**src/sv/lrup_pkg.sv**
```systemverilog
package lrup_pkg;

  // fixed field widths of the page reference and result words
  localparam int PAGE_W      = 4;
  localparam int FRAME_IDX_W = 3;
  localparam int TOTAL_W     = 32;
  localparam int CFG_W       = 4;

  localparam logic [CFG_W-1:0] FRAME_COUNT_RESET = 4'd8;

  typedef enum logic [1:0] {
    ST_CLEAR,
    ST_IDLE,
    ST_LOOK,
    ST_EVICT
  } lrup_state_t;

  // outcome of one lookup; a miss with neither flag set fills an empty frame
  typedef struct packed {
    logic hit;
    logic evict;
  } lrup_dec_t;

endpackage

```
**src/sv/lru_page_replacement.sv**
```systemverilog
// LRU page replacement table.
// Request channel: req_valid / req_stall carry one page reference word (page).
// A word is taken on a rising edge with req_valid high and req_stall low.
// Response channel: rsp_valid / rsp_stall carry one result word per request:
// fault, frame_index, evicted_valid, evicted_page and the saturating fault_total.
// The user must write frame_count (cfg_wr_en / cfg_wr_data) only while idle;
// the block does not enforce this. A hit or a fill into an empty frame is
// decided in ST_LOOK, which registers its result once the output register is
// free and returns to ST_IDLE, where the next request is taken; an eviction
// passes through ST_EVICT as well for the second write to the page-to-frame
// bitmask memory, which is indexed by page and has a single write port; lookups
// read one bitmask word per request. After reset the bitmask memory is cleared,
// one page entry a cycle, while req_stall is high; configuration writes are
// taken then. The result sits in an output register; while rsp_stall holds it,
// the block still takes the next request but keeps that request's result until
// the output register frees up.
module lru_page_replacement #(
  parameter int FRAMES = 8,
  parameter int PAGES  = 16
) (
  input  logic                               clk,
  input  logic                               rst,
  input  logic                               cfg_wr_en,
  input  logic [lrup_pkg::CFG_W-1:0]         cfg_wr_data,
  input  logic                               req_valid,
  output logic                               req_stall,
  input  logic [lrup_pkg::PAGE_W-1:0]        page,
  output logic                               rsp_valid,
  input  logic                               rsp_stall,
  output logic                               fault,
  output logic [lrup_pkg::FRAME_IDX_W-1:0]   frame_index,
  output logic                               evicted_valid,
  output logic [lrup_pkg::PAGE_W-1:0]        evicted_page,
  output logic [lrup_pkg::TOTAL_W-1:0]       fault_total
);

  localparam int FW = (FRAMES > 1) ? $clog2(FRAMES) : 1;
  localparam int CW = $clog2(FRAMES + 1);
  localparam int PW = $clog2(PAGES);
  localparam int VW = 9;

  lrup_pkg::lrup_state_t state, state_next;

  logic [lrup_pkg::CFG_W-1:0]   frame_count;
  logic [lrup_pkg::PAGE_W-1:0]  pg;
  logic [PW-1:0]                clr_addr;
  logic [FW-1:0]                res_frame;
  logic [lrup_pkg::TOTAL_W-1:0] fault_counter;
  logic [lrup_pkg::TOTAL_W-1:0] fault_inc;

  logic                         accept;
  logic                         out_free;
  logic                         look_commit;
  logic [VW-1:0]                pg_red;
  logic [CW-1:0]                n_act;
  logic [FRAMES-1:0]            active;
  logic [FRAMES-1:0]            frame_onehot;
  logic [FRAMES-1:0]            res_onehot;

  logic                         mask_we;
  logic [PW-1:0]                mask_waddr;
  logic [FRAMES-1:0]            mask_wmask;
  logic [FRAMES-1:0]            mask_wdata;
  logic [FRAMES-1:0]            mask_rdata;
  logic                         pmem_we;
  logic                         pmem_re;
  logic [lrup_pkg::PAGE_W-1:0]  pmem_rdata;

  lrup_pkg::lrup_dec_t          dec;
  logic [FW-1:0]                frame;

  assign accept   = req_valid && !req_stall;
  assign out_free = !rsp_valid || !rsp_stall;

  // fold the page number into the table's page range
  always_comb begin
    pg_red = VW'(page);
    for (int i = 0; i < 8; i++) begin
      if (pg_red >= VW'(PAGES)) begin
        pg_red = pg_red - VW'(PAGES);
      end
    end
  end

  always_comb begin
    if (frame_count == '0) begin
      n_act = CW'(1);
    end else if (32'(frame_count) > 32'(FRAMES)) begin
      n_act = CW'(FRAMES);
    end else begin
      n_act = CW'(frame_count);
    end
    for (int k = 0; k < FRAMES; k++) begin
      active[k] = CW'(k) < n_act;
    end
  end

  always_comb begin
    frame_onehot        = '0;
    frame_onehot[frame] = 1'b1;
    res_onehot            = '0;
    res_onehot[res_frame] = 1'b1;
  end

  assign fault_inc = (fault_counter == '1) ? fault_counter
                                           : fault_counter + lrup_pkg::TOTAL_W'(1);

  // next state
  always_comb begin
    state_next = state;
    case (state)
      lrup_pkg::ST_CLEAR: begin
        if (clr_addr == PW'(PAGES - 1)) begin
          state_next = lrup_pkg::ST_IDLE;
        end
      end
      lrup_pkg::ST_IDLE: begin
        if (accept) begin
          state_next = lrup_pkg::ST_LOOK;
        end
      end
      lrup_pkg::ST_LOOK: begin
        if (dec.evict) begin
          state_next = lrup_pkg::ST_EVICT;
        end else if (out_free) begin
          state_next = lrup_pkg::ST_IDLE;
        end
      end
      lrup_pkg::ST_EVICT: begin
        if (out_free) begin
          state_next = lrup_pkg::ST_IDLE;
        end
      end
      default: begin
        state_next = lrup_pkg::ST_IDLE;
      end
    endcase
  end

  // control outputs
  always_comb begin
    req_stall   = 1'b1;
    look_commit = 1'b0;
    mask_we     = 1'b0;
    mask_waddr  = PW'(pg);
    mask_wmask  = '0;
    mask_wdata  = '0;
    pmem_we     = 1'b0;
    pmem_re     = 1'b0;
    case (state)
      lrup_pkg::ST_CLEAR: begin
        mask_we    = 1'b1;
        mask_waddr = clr_addr;
        mask_wmask = '1;
      end
      lrup_pkg::ST_IDLE: begin
        req_stall = 1'b0;
      end
      lrup_pkg::ST_LOOK: begin
        // an eviction commits now and waits for the output in the next state
        look_commit = dec.evict || out_free;
        if (look_commit && !dec.hit) begin
          mask_we    = 1'b1;
          mask_waddr = PW'(pg);
          mask_wmask = frame_onehot;
          mask_wdata = '1;
          pmem_we    = 1'b1;
          pmem_re    = dec.evict;
        end
      end
      lrup_pkg::ST_EVICT: begin
        if (out_free) begin
          mask_we    = 1'b1;
          mask_waddr = PW'(pmem_rdata);
          mask_wmask = res_onehot;
        end
      end
      default: begin
        req_stall = 1'b1;
      end
    endcase
  end

  lrup_ram #(
    .DEPTH (PAGES),
    .WIDTH (FRAMES)
  ) u_mask_ram (
    .clk   (clk),
    .we    (mask_we),
    .waddr (mask_waddr),
    .wmask (mask_wmask),
    .wdata (mask_wdata),
    .re    (accept),
    .raddr (PW'(pg_red)),
    .rdata (mask_rdata)
  );

  lrup_ram #(
    .DEPTH (FRAMES),
    .WIDTH (lrup_pkg::PAGE_W)
  ) u_page_ram (
    .clk   (clk),
    .we    (pmem_we),
    .waddr (frame),
    .wmask ('1),
    .wdata (pg),
    .re    (pmem_re),
    .raddr (frame),
    .rdata (pmem_rdata)
  );

  lrup_rank #(
    .FRAMES (FRAMES)
  ) u_rank (
    .clk    (clk),
    .rst    (rst),
    .mask   (mask_rdata),
    .active (active),
    .commit (look_commit),
    .dec    (dec),
    .frame  (frame)
  );

  always_ff @(posedge clk) begin
    if (rst) begin
      state         <= lrup_pkg::ST_CLEAR;
      clr_addr      <= '0;
      frame_count   <= lrup_pkg::FRAME_COUNT_RESET;
      fault_counter <= '0;
      rsp_valid     <= 1'b0;
    end else begin
      state <= state_next;
      if (state == lrup_pkg::ST_CLEAR) begin
        clr_addr <= clr_addr + PW'(1);
      end
      if (cfg_wr_en) begin
        frame_count <= cfg_wr_data;
      end
      if (look_commit && !dec.hit) begin
        fault_counter <= fault_inc;
      end
      if (state == lrup_pkg::ST_LOOK && !dec.evict && out_free) begin
        rsp_valid <= 1'b1;
      end else if (state == lrup_pkg::ST_EVICT && out_free) begin
        rsp_valid <= 1'b1;
      end else if (rsp_valid && !rsp_stall) begin
        rsp_valid <= 1'b0;
      end
    end
  end

  // payload: hold the request page and the result word
  always_ff @(posedge clk) begin
    if (accept) begin
      pg <= lrup_pkg::PAGE_W'(pg_red);
    end
    if (look_commit) begin
      res_frame <= frame;
    end
    if (state == lrup_pkg::ST_LOOK && !dec.evict && out_free) begin
      fault         <= !dec.hit;
      frame_index   <= lrup_pkg::FRAME_IDX_W'(frame);
      evicted_valid <= 1'b0;
      evicted_page  <= '0;
      fault_total   <= dec.hit ? fault_counter : fault_inc;
    end
    if (state == lrup_pkg::ST_EVICT && out_free) begin
      fault         <= 1'b1;
      frame_index   <= lrup_pkg::FRAME_IDX_W'(res_frame);
      evicted_valid <= 1'b1;
      evicted_page  <= pmem_rdata;
      fault_total   <= fault_counter;
    end
  end

endmodule

```
**src/sv/lrup_ram.sv**
```systemverilog
module lrup_ram #(
  parameter int DEPTH = 8,
  parameter int WIDTH = 8
) (
  input  logic                                      clk,
  input  logic                                      we,
  input  logic [((DEPTH > 1) ? $clog2(DEPTH) : 1)-1:0] waddr,
  input  logic [WIDTH-1:0]                          wmask,
  input  logic [WIDTH-1:0]                          wdata,
  input  logic                                      re,
  input  logic [((DEPTH > 1) ? $clog2(DEPTH) : 1)-1:0] raddr,
  output logic [WIDTH-1:0]                          rdata
);

  logic [WIDTH-1:0] mem [DEPTH];

  // bit-masked write; a read at the written address returns the old word
  always_ff @(posedge clk) begin
    if (we) begin
      for (int b = 0; b < WIDTH; b++) begin
        if (wmask[b]) begin
          mem[waddr][b] <= wdata[b];
        end
      end
    end
    if (re) begin
      rdata <= mem[raddr];
    end
  end

endmodule

```
**src/sv/lrup_rank.sv**
```systemverilog
module lrup_rank #(
  parameter int FRAMES = 8
) (
  input  logic                                        clk,
  input  logic                                        rst,
  input  logic [FRAMES-1:0]                           mask,
  input  logic [FRAMES-1:0]                           active,
  input  logic                                        commit,
  output lrup_pkg::lrup_dec_t                         dec,
  output logic [((FRAMES > 1) ? $clog2(FRAMES) : 1)-1:0] frame
);

  localparam int FW = (FRAMES > 1) ? $clog2(FRAMES) : 1;
  localparam int CW = $clog2(FRAMES + 1);

  logic [FRAMES-1:0] used;
  logic [FW-1:0]     rank [FRAMES];

  logic [FRAMES-1:0] hits;
  logic [FRAMES-1:0] empties;
  logic [FRAMES-1:0] is_min;
  logic [FW-1:0]     hit_idx;
  logic [FW-1:0]     emp_idx;
  logic [FW-1:0]     vic_idx;
  logic [CW-1:0]     used_cnt;
  logic [FW-1:0]     sel_rank;
  logic [FW-1:0]     top_rank;

  assign hits    = mask & used & active;
  assign empties = ~used & active;

  // lowest-numbered hit and lowest-numbered empty frame
  always_comb begin
    hit_idx = '0;
    emp_idx = '0;
    for (int k = FRAMES - 1; k >= 0; k--) begin
      if (hits[k]) begin
        hit_idx = FW'(k);
      end
      if (empties[k]) begin
        emp_idx = FW'(k);
      end
    end
  end

  // ranks of used frames are distinct, so when all active frames are used exactly one is lowest
  always_comb begin
    is_min = active;
    for (int k = 0; k < FRAMES; k++) begin
      for (int j = 0; j < FRAMES; j++) begin
        if (j != k && active[j] && rank[j] < rank[k]) begin
          is_min[k] = 1'b0;
        end
      end
    end
  end

  always_comb begin
    vic_idx = '0;
    for (int k = FRAMES - 1; k >= 0; k--) begin
      if (is_min[k]) begin
        vic_idx = FW'(k);
      end
    end
  end

  always_comb begin
    used_cnt = '0;
    for (int k = 0; k < FRAMES; k++) begin
      used_cnt = used_cnt + CW'(used[k]);
    end
  end

  always_comb begin
    dec.hit   = |hits;
    dec.evict = !(|hits) && !(|empties);
    if (dec.hit) begin
      frame = hit_idx;
    end else if (!dec.evict) begin
      frame = emp_idx;
    end else begin
      frame = vic_idx;
    end
  end

  assign sel_rank = rank[frame];
  assign top_rank = FW'(used_cnt - CW'(1));

  always_ff @(posedge clk) begin
    if (rst) begin
      used <= '0;
      for (int k = 0; k < FRAMES; k++) begin
        rank[k] <= '0;
      end
    end else if (commit) begin
      if (!dec.hit && !dec.evict) begin
        // fill: the new frame goes on top of the current used set
        used[frame] <= 1'b1;
        rank[frame] <= FW'(used_cnt);
      end else begin
        // promote: close the gap above the old rank, move frame to the top
        for (int k = 0; k < FRAMES; k++) begin
          if (used[k] && rank[k] > sel_rank) begin
            rank[k] <= rank[k] - FW'(1);
          end
        end
        rank[frame] <= top_rank;
      end
    end
  end

endmodule
```
**config.mk**
```make
export PLATFORM = sky130hd
export DESIGN_NAME = lru_page_replacement
export DESIGN_NICKNAME = d
export VERILOG_FILES = /design/src/sv/lrup_pkg.sv /design/src/sv/lru_page_replacement.sv /design/src/sv/lrup_ram.sv /design/src/sv/lrup_rank.sv
export SDC_FILE = /design/constraint.sdc
export NUM_CORES = 1
export LEC_CHECK = 0
export BUFFER_PORTS_ARGS = -buffer_cell sky130_fd_sc_hd__buf_2
export CAP_MARGIN = 25
export CORE_MARGIN = 8
export CORE_UTILIZATION = 36
export DETAILED_ROUTE_END_ITERATION = 10
export HOLD_SLACK_MARGIN = 0.12
export SYNTH_ARGS = -nofsm -noshare
export SYNTH_HDL_FRONTEND = slang
export SYNTH_SLANG_ARGS = --single-unit
```
**constraint.sdc**
```tcl
create_clock -name clk -period 5.9 [get_ports clk]
set_input_delay 0.295 -clock clk [delete_from_list [all_inputs] [get_ports clk]]
set_output_delay 0.295 -clock clk [all_outputs]
set_load 0.03 [all_outputs]
```
==> run metrics, run 1 <==
DRT Pass-1 Iters=5; leading cell type in the layout, fill and taps excluded=nor2_1; Final Hold Viols=0; H-tree depth=1; Yosys warning total=0; MaxCap Viol Count=0; Antenna Violating Nets Remaining=0; final setup margin=0.4008 ns; clock sinks=295; CTS Buffer Depth=3; crit path max fanout=23; drt via density=5.570; Setup WS pre-CTS=0.05557 ns; top cell type's share of synthesized area=0.4364; Post-Syn Nets=1646; Max-slew headroom=0.3208; Cell Pwr Density=255.2 nW/µm²; fraction of layout cells with a size suffix above 1=0.1390; Async SR Flop Fraction=0; Root Buffer=clkbuf_16; Synth Area per Inst=11.02 µm²; setup TNS=0 ns; worst min path class=input port to register; synth top area cells=edfxtp_1 (44%), ha_1 (8.9%), dfxtp_1 (6.4%); max-slew violation count=0; worst-margin pin slew=1.017 ns; R2R Setup Slk=0.40 ns; Cell variety after synth=93; drt drc=0; vias in the first global route=12382; VDD IR-drop max=232.5 µV; via count=12437; DRT iter0 DRCs=1020; TritonCTS buffer count=31; die span in x=231.1 µm; GPL Wtd Cong=0.9525; Critical Path Sink Type=register; Final nets=1738; pin count of the biggest net entering global routing=62; ys flop type=edfxtp_1; Lkg Pwr=6.873 nW; Setup Skew=0.03292 ns; Max Freq=181.8 MHz; #FFs+latches synth=295; Worst-path clk slew=0.06 ns; num ports=56; die height=231.1 µm; initial antenna violation count=0; Clock Latency Late Sink=0.59 ns; most frequent cells in the layout=nor2_1 (246), edfxtp_1 (242), nand2_1 (140); ant diodes=0; Synth area leader=edfxtp_1; Startpoint Class=register; core area=46060 µm²; setup repair after global routing missed its margin=no; Seq/Total Area, Yosys=0.5001; crit path kind=register to register; Initial Utilization=0.3615; Die Footprint=53390 µm²; Layout area overhead=13.46%; final WL=46630 µm; Post-synth EDFFs=242; final setup vio count=0; dpl hpwl=34070 µm; I/O Buffers=55; CTS tree=done; GRT Total Usage=0.1701; total power=4.821 mW; first-pass GRT wire length=72040 µm; post-route minimum period=5.499 ns; postcts setup bufs=0; Overflow after GRT=0; hold slack=0.1432 ns; WP data arrival=5.71 ns; Worst Path Required=6.11 ns; row count=79; Mapped Cells=1511; status=completed; post-synthesis cell area=16650 µm²; WL per Instance=20.88 µm; final critical-path share of the clock period=0.9321
==> per-layer routing <==
layer | GRT usage | part of all wire | up-vias
li1 | - | - | 5843
met1 | 0.2220 | 0.44 | 6139
met2 | 0.2825 | 0.47 | 359
met3 | 0.02995 | 0.059 | 96
met4 | 0.05939 | 0.034 | 0
met5 | 0 | 0 | -
==> final cells by class <==
class / count / area [µm²]
timing repair buffer: 109 / 713.2
tap: 607 / 759.5
sequential: 295 / 8328
inverter: 54 / 203.9
multi-input combinational: 1112 / 7930
clock inverter: 11 / 120.1
fill: 4442 / 27170
clock buffer: 45 / 838.3
==> final timing paths <==
kind	startpoint	endpoint	cells past startpoint
worst min-delay path	page[2]	pg[2]	1
worst max-delay path	frame_count[3]	u_rank.rank[1][2]	17
worst max register to register	frame_count[3]	u_rank.rank[1][2]	17
worst min register to register	evicted_valid	evicted_valid	2
==> per-stage QoR <==
stage,std cells,area [µm²],util
global placement,2160,17750,0.3854
floorplan,1511,16650,-
global route,2233,18890,0.4102
CTS,2233,18870,0.4097
finish,2233,18890,0.4102
detailed placement,2164,17780,0.3861
==> kinds of logic (layout without fill, tap and decap cells) <==
family                   Yosys count  after routing  synth area share
XOR/XNOR                          66             66           0.03471
flip-flops                       295            295            0.5001
buffers and inverters            104            219           0.02562
AND/OR/NAND/NOR                  568            568            0.1558
multiplexers                      62             62           0.06762
AO/OA/AOI/OAI                    294            294            0.1227
adder cells (fa/ha/maj)          122            122           0.09347
==> flip-flops by register name, summed over array words and instances, names as in the netlist, 8 cells and up <==
signal / count
u_mask_ram.mem: 128
fault_counter: 32
fault_total: 32
u_page_ram.mem: 32
u_rank.rank: 24
u_mask_ram.rdata: 8
u_rank.used: 8
==> what timing repair did <==
action / 4_1_cts / 5_1_grt
gates resized for setup: 0 / 4
hold buffers: 13 / 0
endpoints found under the setup margin: 0 / 35
endpoints found under the hold margin: 6 / 0
==> Yosys cell counts (16+ instances only) <==
library cell	instances
nor2_1	246
edfxtp_1	242
nand2_1	140
ha_1	118
a21oi_1	79
dfxtp_1	53
nand3_1	53
inv_1	51
o21ai_0	46
mux4_2	40
xnor2_1	33
xor2_1	33
clkbuf_1	25
a31oi_1	24
nand3b_1	21
mux2i_1	18
o31ai_1	17
and3_1	16
nor3_1	16
==> report_power, final <==
group	switching [mW]	internal, mW	leakage, nW
registers	0.0497	2.33	2.55
clock network	0.812	1.07	0.465
logic	0.351	0.212	3.86
==> critical path: stages (launching register included) <==
cell and delay [ns]:
dfxtp_1 0.99, a31oi_1 0.31, a21oi_1 0.28, o221ai_1 0.17, a2111oi_2 0.45, o211ai_1 0.24, a31o_2 0.32, o21a_2 0.34
nor2_1 0.15, a21oi_1 0.05, a211oi_1 0.24, a31oi_1 0.06, buf_4 0.21, ha_1 0.34, a21boi_0 0.20, o2111a_1 0.34
inv_1 0.07, o21ai_0 0.39
(Power assumes the default switching activity.)
==> inputs of run 2 (changes only) <==
==> constraint.sdc (replaced) <==
create_clock -name clk -period 5.4 [get_ports clk]
set_input_delay 0.27 -clock clk [delete_from_list [all_inputs] [get_ports clk]]
set_output_delay 0.27 -clock clk [all_outputs]
set_load 0.03 [all_outputs]
==> run 2 against run 1 <==
  * Setup slack worse by 0.067 ns
  * Largest cell class unchanged
  * Wire length hardly changed
  * Sequential share of layout area is 0.80 points lower
  * Combinational power is 12% higher
  * Critical path type unchanged
  * Core utilization is 0.76 points higher
  * Highest routed layer unchanged
  * Cell count is 1.1% higher
  * Clock-buffer cell count is 3 lower
  * Largest power group unchanged
==> run metrics, run 2 (same netlist as run 1, synthesis figures left out) <==
Overflow after GRT=0; WP data arrival=5.24 ns; sw power=1.372 mW; Setup WS pre-CTS=0.04556 ns; TritonCTS buffer count=34; R2R Setup Slk=0.33 ns; setup TNS=0 ns; hold path depth=1; Finished Layout Cells=2258; I/O Buffers=55; Int Power=4.175 mW; worst-margin pin slew=0.8902 ns; worst reg2reg path depth=18; final setup margin=0.3343 ns; Max-slew headroom=0.4065; first-pass GRT wire length=72290 µm; Flop pwr share=0.466; H-tree depth=2; die span in x=231.1 µm; num ports=56; Final Hold Viols=0; MaxCap Viol Count=0; postcts setup bufs=0; combinational power share=0.114; CTS tree=done; CTS Buffer Depth=3; Layout area overhead=15.56%; Max Freq=197.4 MHz; VDD IR-drop max=253.3 µV; max-slew violation count=0; final critical-path share of the clock period=0.9381; most frequent cells in the layout=nor2_1 (246), edfxtp_1 (242), nand2_1 (140); ant diodes=0; fraction of layout cells with a size suffix above 1=0.1575; Clock Latency Late Sink=0.53 ns; clock network power share=0.420; setup repair after global routing missed its margin=no; die height=231.1 µm; hold_sp=page[3]; Biggest register=u_mask_ram.mem; drt via density=5.612; Net Sw Frac=0.2474; hold slack=0.1522 ns; Antenna Violating Nets Remaining=0; core area=46060 µm²; vias in the first global route=12377; dpl hpwl=34150 µm; Worst Path Required=5.58 ns; worst min path class=input port to register; Die Footprint=53390 µm²; Final nets=1764; row count=79; fill count=4449; worst reg2reg endpoint=u_rank.rank[3][1]; DRT Pass-1 Iters=5; Lkg Pwr=7.075 nW; final WL=46610 µm; Setup Skew=0.01765 ns; crit path max fanout=14; pin count of the biggest net entering global routing=130; post-placement cell count=2189; final setup vio count=0; Cell Pwr Density=288.2 nW/µm²; max reg flops=128; hold endpoint=pg[3]; leading cell type in the layout, fill and taps excluded=nor2_1; Initial Utilization=0.3615; Worst-path clk slew=0.06 ns; clock sinks=295; drt drc=0; Critical Path Sink Type=register; WL per Instance=20.64 µm; r2r startpoint=u_rank.rank[2][2]; crit path kind=register to register; Root Buffer=clkbuf_16; initial antenna violation count=1; status=completed; GPL Wtd Cong=0.9673; GRT Total Usage=0.1708; post-route minimum period=5.066 ns; via count=12672; Startpoint Class=register; DRT iter0 DRCs=1165
run 2: changes by cell type in the layout (fill, tap and decap cells not counted), sizes merged:
cell	change
bufinv	+1
clkinv	+4
inv	+1
buf	+26
clkbuf	-3
clkinvlp	-1
dlygate4sd3	-3
run 2: worst max path at each step:
stage,slack [ns],startpoint,cells past startpoint,to
finish,0.33,u_rank.rank[2][2],18,u_rank.rank[3][1]
global route,0.04,u_rank.rank[2][2],19,u_rank.rank[1][2]
CTS,0.0007,u_rank.rank[2][2],18,u_rank.rank[3][2]
detailed placement,0.05,u_rank.rank[2][2],18,u_rank.rank[3][0]
global placement,0.31,u_rank.rank[2][2],18,u_rank.rank[3][0]
floorplan,0.39,u_rank.rank[7][2],19,u_rank.rank[1][0]
run 2: worst max-delay path: stages (launching register included):
cell	delay [ns]
edfxtp_1	0.60
inv_1	0.18
ha_1	0.34
a21oi_1	0.19
a32oi_1	0.11
a2111oi_2	0.41
nand4_1	0.22
o211ai_1	0.20
a311oi_4	0.20
o21ai_4	0.30
buf_4	0.30
o221ai_1	0.13
o21ai_0	0.24
buf_4	0.21
ha_1	0.25
nor2_1	0.12
o311ai_0	0.13
o211a_1	0.19
o21ai_0	0.39
run 2: final cells by class:
type | count | area (µm²) | share of cell area
Inverter | 54 | 203.9 | 0.01060
Timing Repair Buffer | 132 | 890.9 | 0.04629
Clock buffer | 42 | 944.7 | 0.04909
Tap cell | 607 | 759.5 | 0.03947
Multi-Input combinational cell | 1112 | 7934 | 0.4123
Sequential cell | 295 | 8328 | 0.4328
Clock inverter | 16 | 182.7 | 0.009493
run 2: repair_timing:
| action | in CTS | in global routing |
|---|---|---|
| resized for setup | 0 | 7 |
| setup endpoints to repair | 0 | 42 |
| hold buffers | 10 | 0 |
| endpoints found under the hold margin | 5 | 0 |
run 2: metrics by stage:
step           area, µm²  utilization  power, mW
2_1_floorplan      16650            -      3.047
3_3_place_gp       17980       0.3904      3.233
3_5_place_dp       17980       0.3904      3.250
4_1_cts            19210       0.4171      5.590
5_1_grt            19240       0.4178      5.755
6_report           19240       0.4178      5.547
run 2: metal layers:
metal / wire length [µm] / GRT usage / up-vias
met5: 0 / 0 / -
met4: 1177 / 0.05108 / 0
met3: 2672 / 0.02641 / 89
met2: 22020 / 0.2801 / 423
met1: 20750 / 0.2316 / 6249
li1: - / - / 5911
run 2: power groups by stage:
stage	logic [mW]	registers (mW)	clock network, mW
global route	0.698	2.59	2.47
CTS	0.626	2.59	2.38
finish	0.631	2.59	2.33
detailed placement	0.617	2.63	0
floorplan	0.430	2.62	0
global placement	0.604	2.63	0
==> inputs of run 3 (changes only) <==
--- a/config.mk
+++ b/config.mk
@@ -13,4 +13,5 @@
 export HOLD_SLACK_MARGIN = 0.12
 export SYNTH_ARGS = -nofsm -noshare
 export SYNTH_HDL_FRONTEND = slang
+export SYNTH_HIERARCHICAL = 1
 export SYNTH_SLANG_ARGS = --single-unit
==> constraint.sdc (replaced) <==
create_clock -name clk -period 5.4 [get_ports clk]
set_input_delay 0.81 -clock clk [delete_from_list [all_inputs] [get_ports clk]]
set_output_delay 0.81 -clock clk [all_outputs]
set_load 0.03 [all_outputs]
==> run 3 against run 2 <==
  * Wire length down 0.98%
  * Register-to-register slack worse by 0.09 ns
  * Via count up 1.2%
  * Maximum frequency down 1.7%
  * Sequential power about the same
  * Synthesized area up 2.1%
  * Cell count up 1.4%
  * First-iteration DRC count down 11%
  * Non-clock buffer count down 21
  * Clock skew up 0.0024 ns
  * Critical endpoint is now u_rank/rank[3][1]
  * Largest power group is now the clock network
==> run metrics, run 3 <==
most frequent cell after synthesis=edfxtp_1; max reg flops=128; fin area=19510 µm²; Max Freq=194.1 MHz; max-slew violation count=0; core area=46560 µm²; status=completed; Biggest register=u_mask_ram/mem; I/O Buffers=55; post-synthesis cell area=17000 µm²; area of the multi-input gates=8149 µm²; CTS tree=done; register area=8328 µm²; Critical Path Sink Type=register; worst min path class=input port to register; Clock Latency Late Sink=0.53 ns; Async SR Flop Fraction=0; num ports=56; Antenna Violating Nets Remaining=0; Mapped Cells=1558; Lkg Pwr=7.780 nW; Synth top cells by count=edfxtp_1 (242), nor2_1 (223), nand2_1 (128), ha_1 (118), a21oi_1 (83); most frequent cells in the layout=edfxtp_1 (242), nor2_1 (222), nand2_1 (128); first-pass GRT wire length=71130 µm; final critical-path share of the clock period=0.9542; die height=233.3 µm; pin count of the biggest net entering global routing=129; fill count=4454; row count=79; #FFs+latches synth=295; final cell utilization of the core=0.4190; Startpoint Class=register; Crit path largest cell delay=0.58 ns; top cell type's share of synthesized area=0.4276; final WL=46150 µm; worst-margin pin slew=0.9797 ns; initial antenna violation count=0; setup TNS=0 ns; ys flop type=edfxtp_1; drt via density=5.599; Initial Utilization=0.3651; crit path max fanout=21; Synth Area per Inst=10.91 µm²; CTS Buffer Depth=3; R2R Setup Slk=0.25 ns; Seq/Total Area, Yosys=0.4900; Cell variety after synth=80; most used cell, CP=buf_4; Setup Skew=0.02001 ns; Final nets=1790; drt drc=0; WL per Instance=20.15 µm; Final Hold Viols=0; Root Buffer=clkbuf_16; TritonCTS buffer count=35; clock sinks=295; placed inst area=18090 µm²; vias in the first global route=12555; Critical-path top delay cell=or4_1; Die Footprint=54420 µm²; Max-slew headroom=0.3469; worst-path cell chain=inv_1, ha_1, nor2b_1, a221oi_1, and2_1, or4_1, o211ai_1, a211oi_1, buf_4, nor2_4, buf_4, mux2i_1, mux2i_4, buf_12, maj3_1, a22o_1, a221o_1; VDD IR-drop max=268.1 µV; fraction of layout cells with a size suffix above 1=0.1338; crit path kind=register to register; GRT Total Usage=0.1652; Post-CTS Hold Buffers=0; dpl hpwl=32280 µm; leading cell type in the layout, fill and taps excluded=edfxtp_1; Worst-path clk slew=0.06 ns; synth top area cells=edfxtp_1 (43%), ha_1 (8.7%), dfxtp_1 (6.2%); Yosys warning total=6; GPL Wtd Cong=0.9227; WP data arrival=5.41 ns; die span in x=233.3 µm; Overflow after GRT=0; MaxCap Viol Count=0; final setup vio count=0; post-route minimum period=5.153 ns; Layout area overhead=14.77%; Synth area leader=edfxtp_1; H-tree depth=2; DRT iter0 DRCs=1034; Post-synth EDFFs=242; via count=12822; Worst Path Required=5.66 ns; Cell Pwr Density=305.1 nW/µm²; DRT Pass-1 Iters=7
==> run 3: cell count changes after synthesis, sizes merged, moves of 11 or more <==
cell	before	now
or3	13	25
nor2	250	223
a31o	3	14
o21ai	59	44
nand2	143	128
nor2b	9	26
a22oi	5	17
xnor2	33	19
==> run 3: critical path, delay by kind of cell, from the launching register on <==
family | cells | cell delay (ns)
AOI/OAI and AO/OA | 5 | 1.13
adders and majority gates | 2 | 0.69
buffers and inverters | 4 | 0.91
DFF | 1 | 0.42
muxes | 2 | 0.52
and+or+nand+nor | 4 | 1.22
==> run 3: where the power goes <==
group	total [mW]	internal [mW]	switching (mW)	leakage [nW]
clock network	2.61	1.64	0.977	0.633
logic	0.750	0.265	0.485	4.46
registers	2.59	2.54	0.0422	2.69
total	5.95	4.45	1.50	7.78
==> run 3: final cells by class <==
class | count | share of cell area
flip-flops and latches | 295 | 0.4269
multi-input cells | 1147 | 0.4177
clock buffers | 39 | 0.04778
well taps | 607 | 0.03893
repair buffers | 111 | 0.03797
clock inverters | 25 | 0.01796
inverters | 65 | 0.01257
diodes | 1 | 0.0001283
==> run 3: worst paths after layout <==
| kind | cells after the start | to | from |
|---|---|---|---|
| min reg2reg | 2 | fault_counter[31] | fault_counter[31] |
| min | 2 | frame_count[3] | cfg_wr_data[3] |
| max | 17 | u_rank/rank[3][1] | u_rank/rank[7][2] |
| max reg2reg | 17 | u_rank/rank[3][1] | u_rank/rank[7][2] |
==> run 3: stage by stage <==
| step | worst slack, ns | hold slack [ns] | power [mW] | std cells |
|---|---|---|---|---|
| finish | 0.2471 | 0.4922 | 5.951 | 2290 |
| floorplan | 0.00003109 | 0.4762 | 3.136 | 1568 |
| global placement | 0.4121 | 0.4904 | 3.347 | 2213 |
| detailed placement | 0.3209 | 0.5103 | 3.367 | 2213 |
| global route | -0.01038 | 0.5111 | 6.170 | 2289 |
| CTS | 0.2745 | 0.4735 | 5.991 | 2277 |
==> run 3: timing repair <==
item                                    4_1_cts  5_1_grt
endpoints found under the setup margin        0       24
gates resized for setup                       0        2
buffers inserted                              0       10
==> run 3: kinds of logic (layout without fill, tap and decap cells) <==
kind of cell | after synthesis | count (layout) | synth area share
AND/OR/NAND/NOR | 617 | 617 | 0.1762
flip-flops | 295 | 295 | 0.4900
AO/OA/AOI/OAI | 278 | 278 | 0.1068
adder cells (fa/ha/maj) | 126 | 126 | 0.09393
buffers and inverters | 126 | 240 | 0.03327
multiplexers | 62 | 62 | 0.07222
XOR/XNOR | 53 | 53 | 0.02731
other | 1 | 12 | 0.0002206
==> run 3: layer usage <==
metal / GRT usage / up-vias / share of wire
met5: 0 / - / 0
met4: 0.04751 / 0 / 0.023
met3: 0.02730 / 70 / 0.061
met2: 0.2726 / 380 / 0.47
met1: 0.2217 / 6329 / 0.45
li1: - / 6043 / -
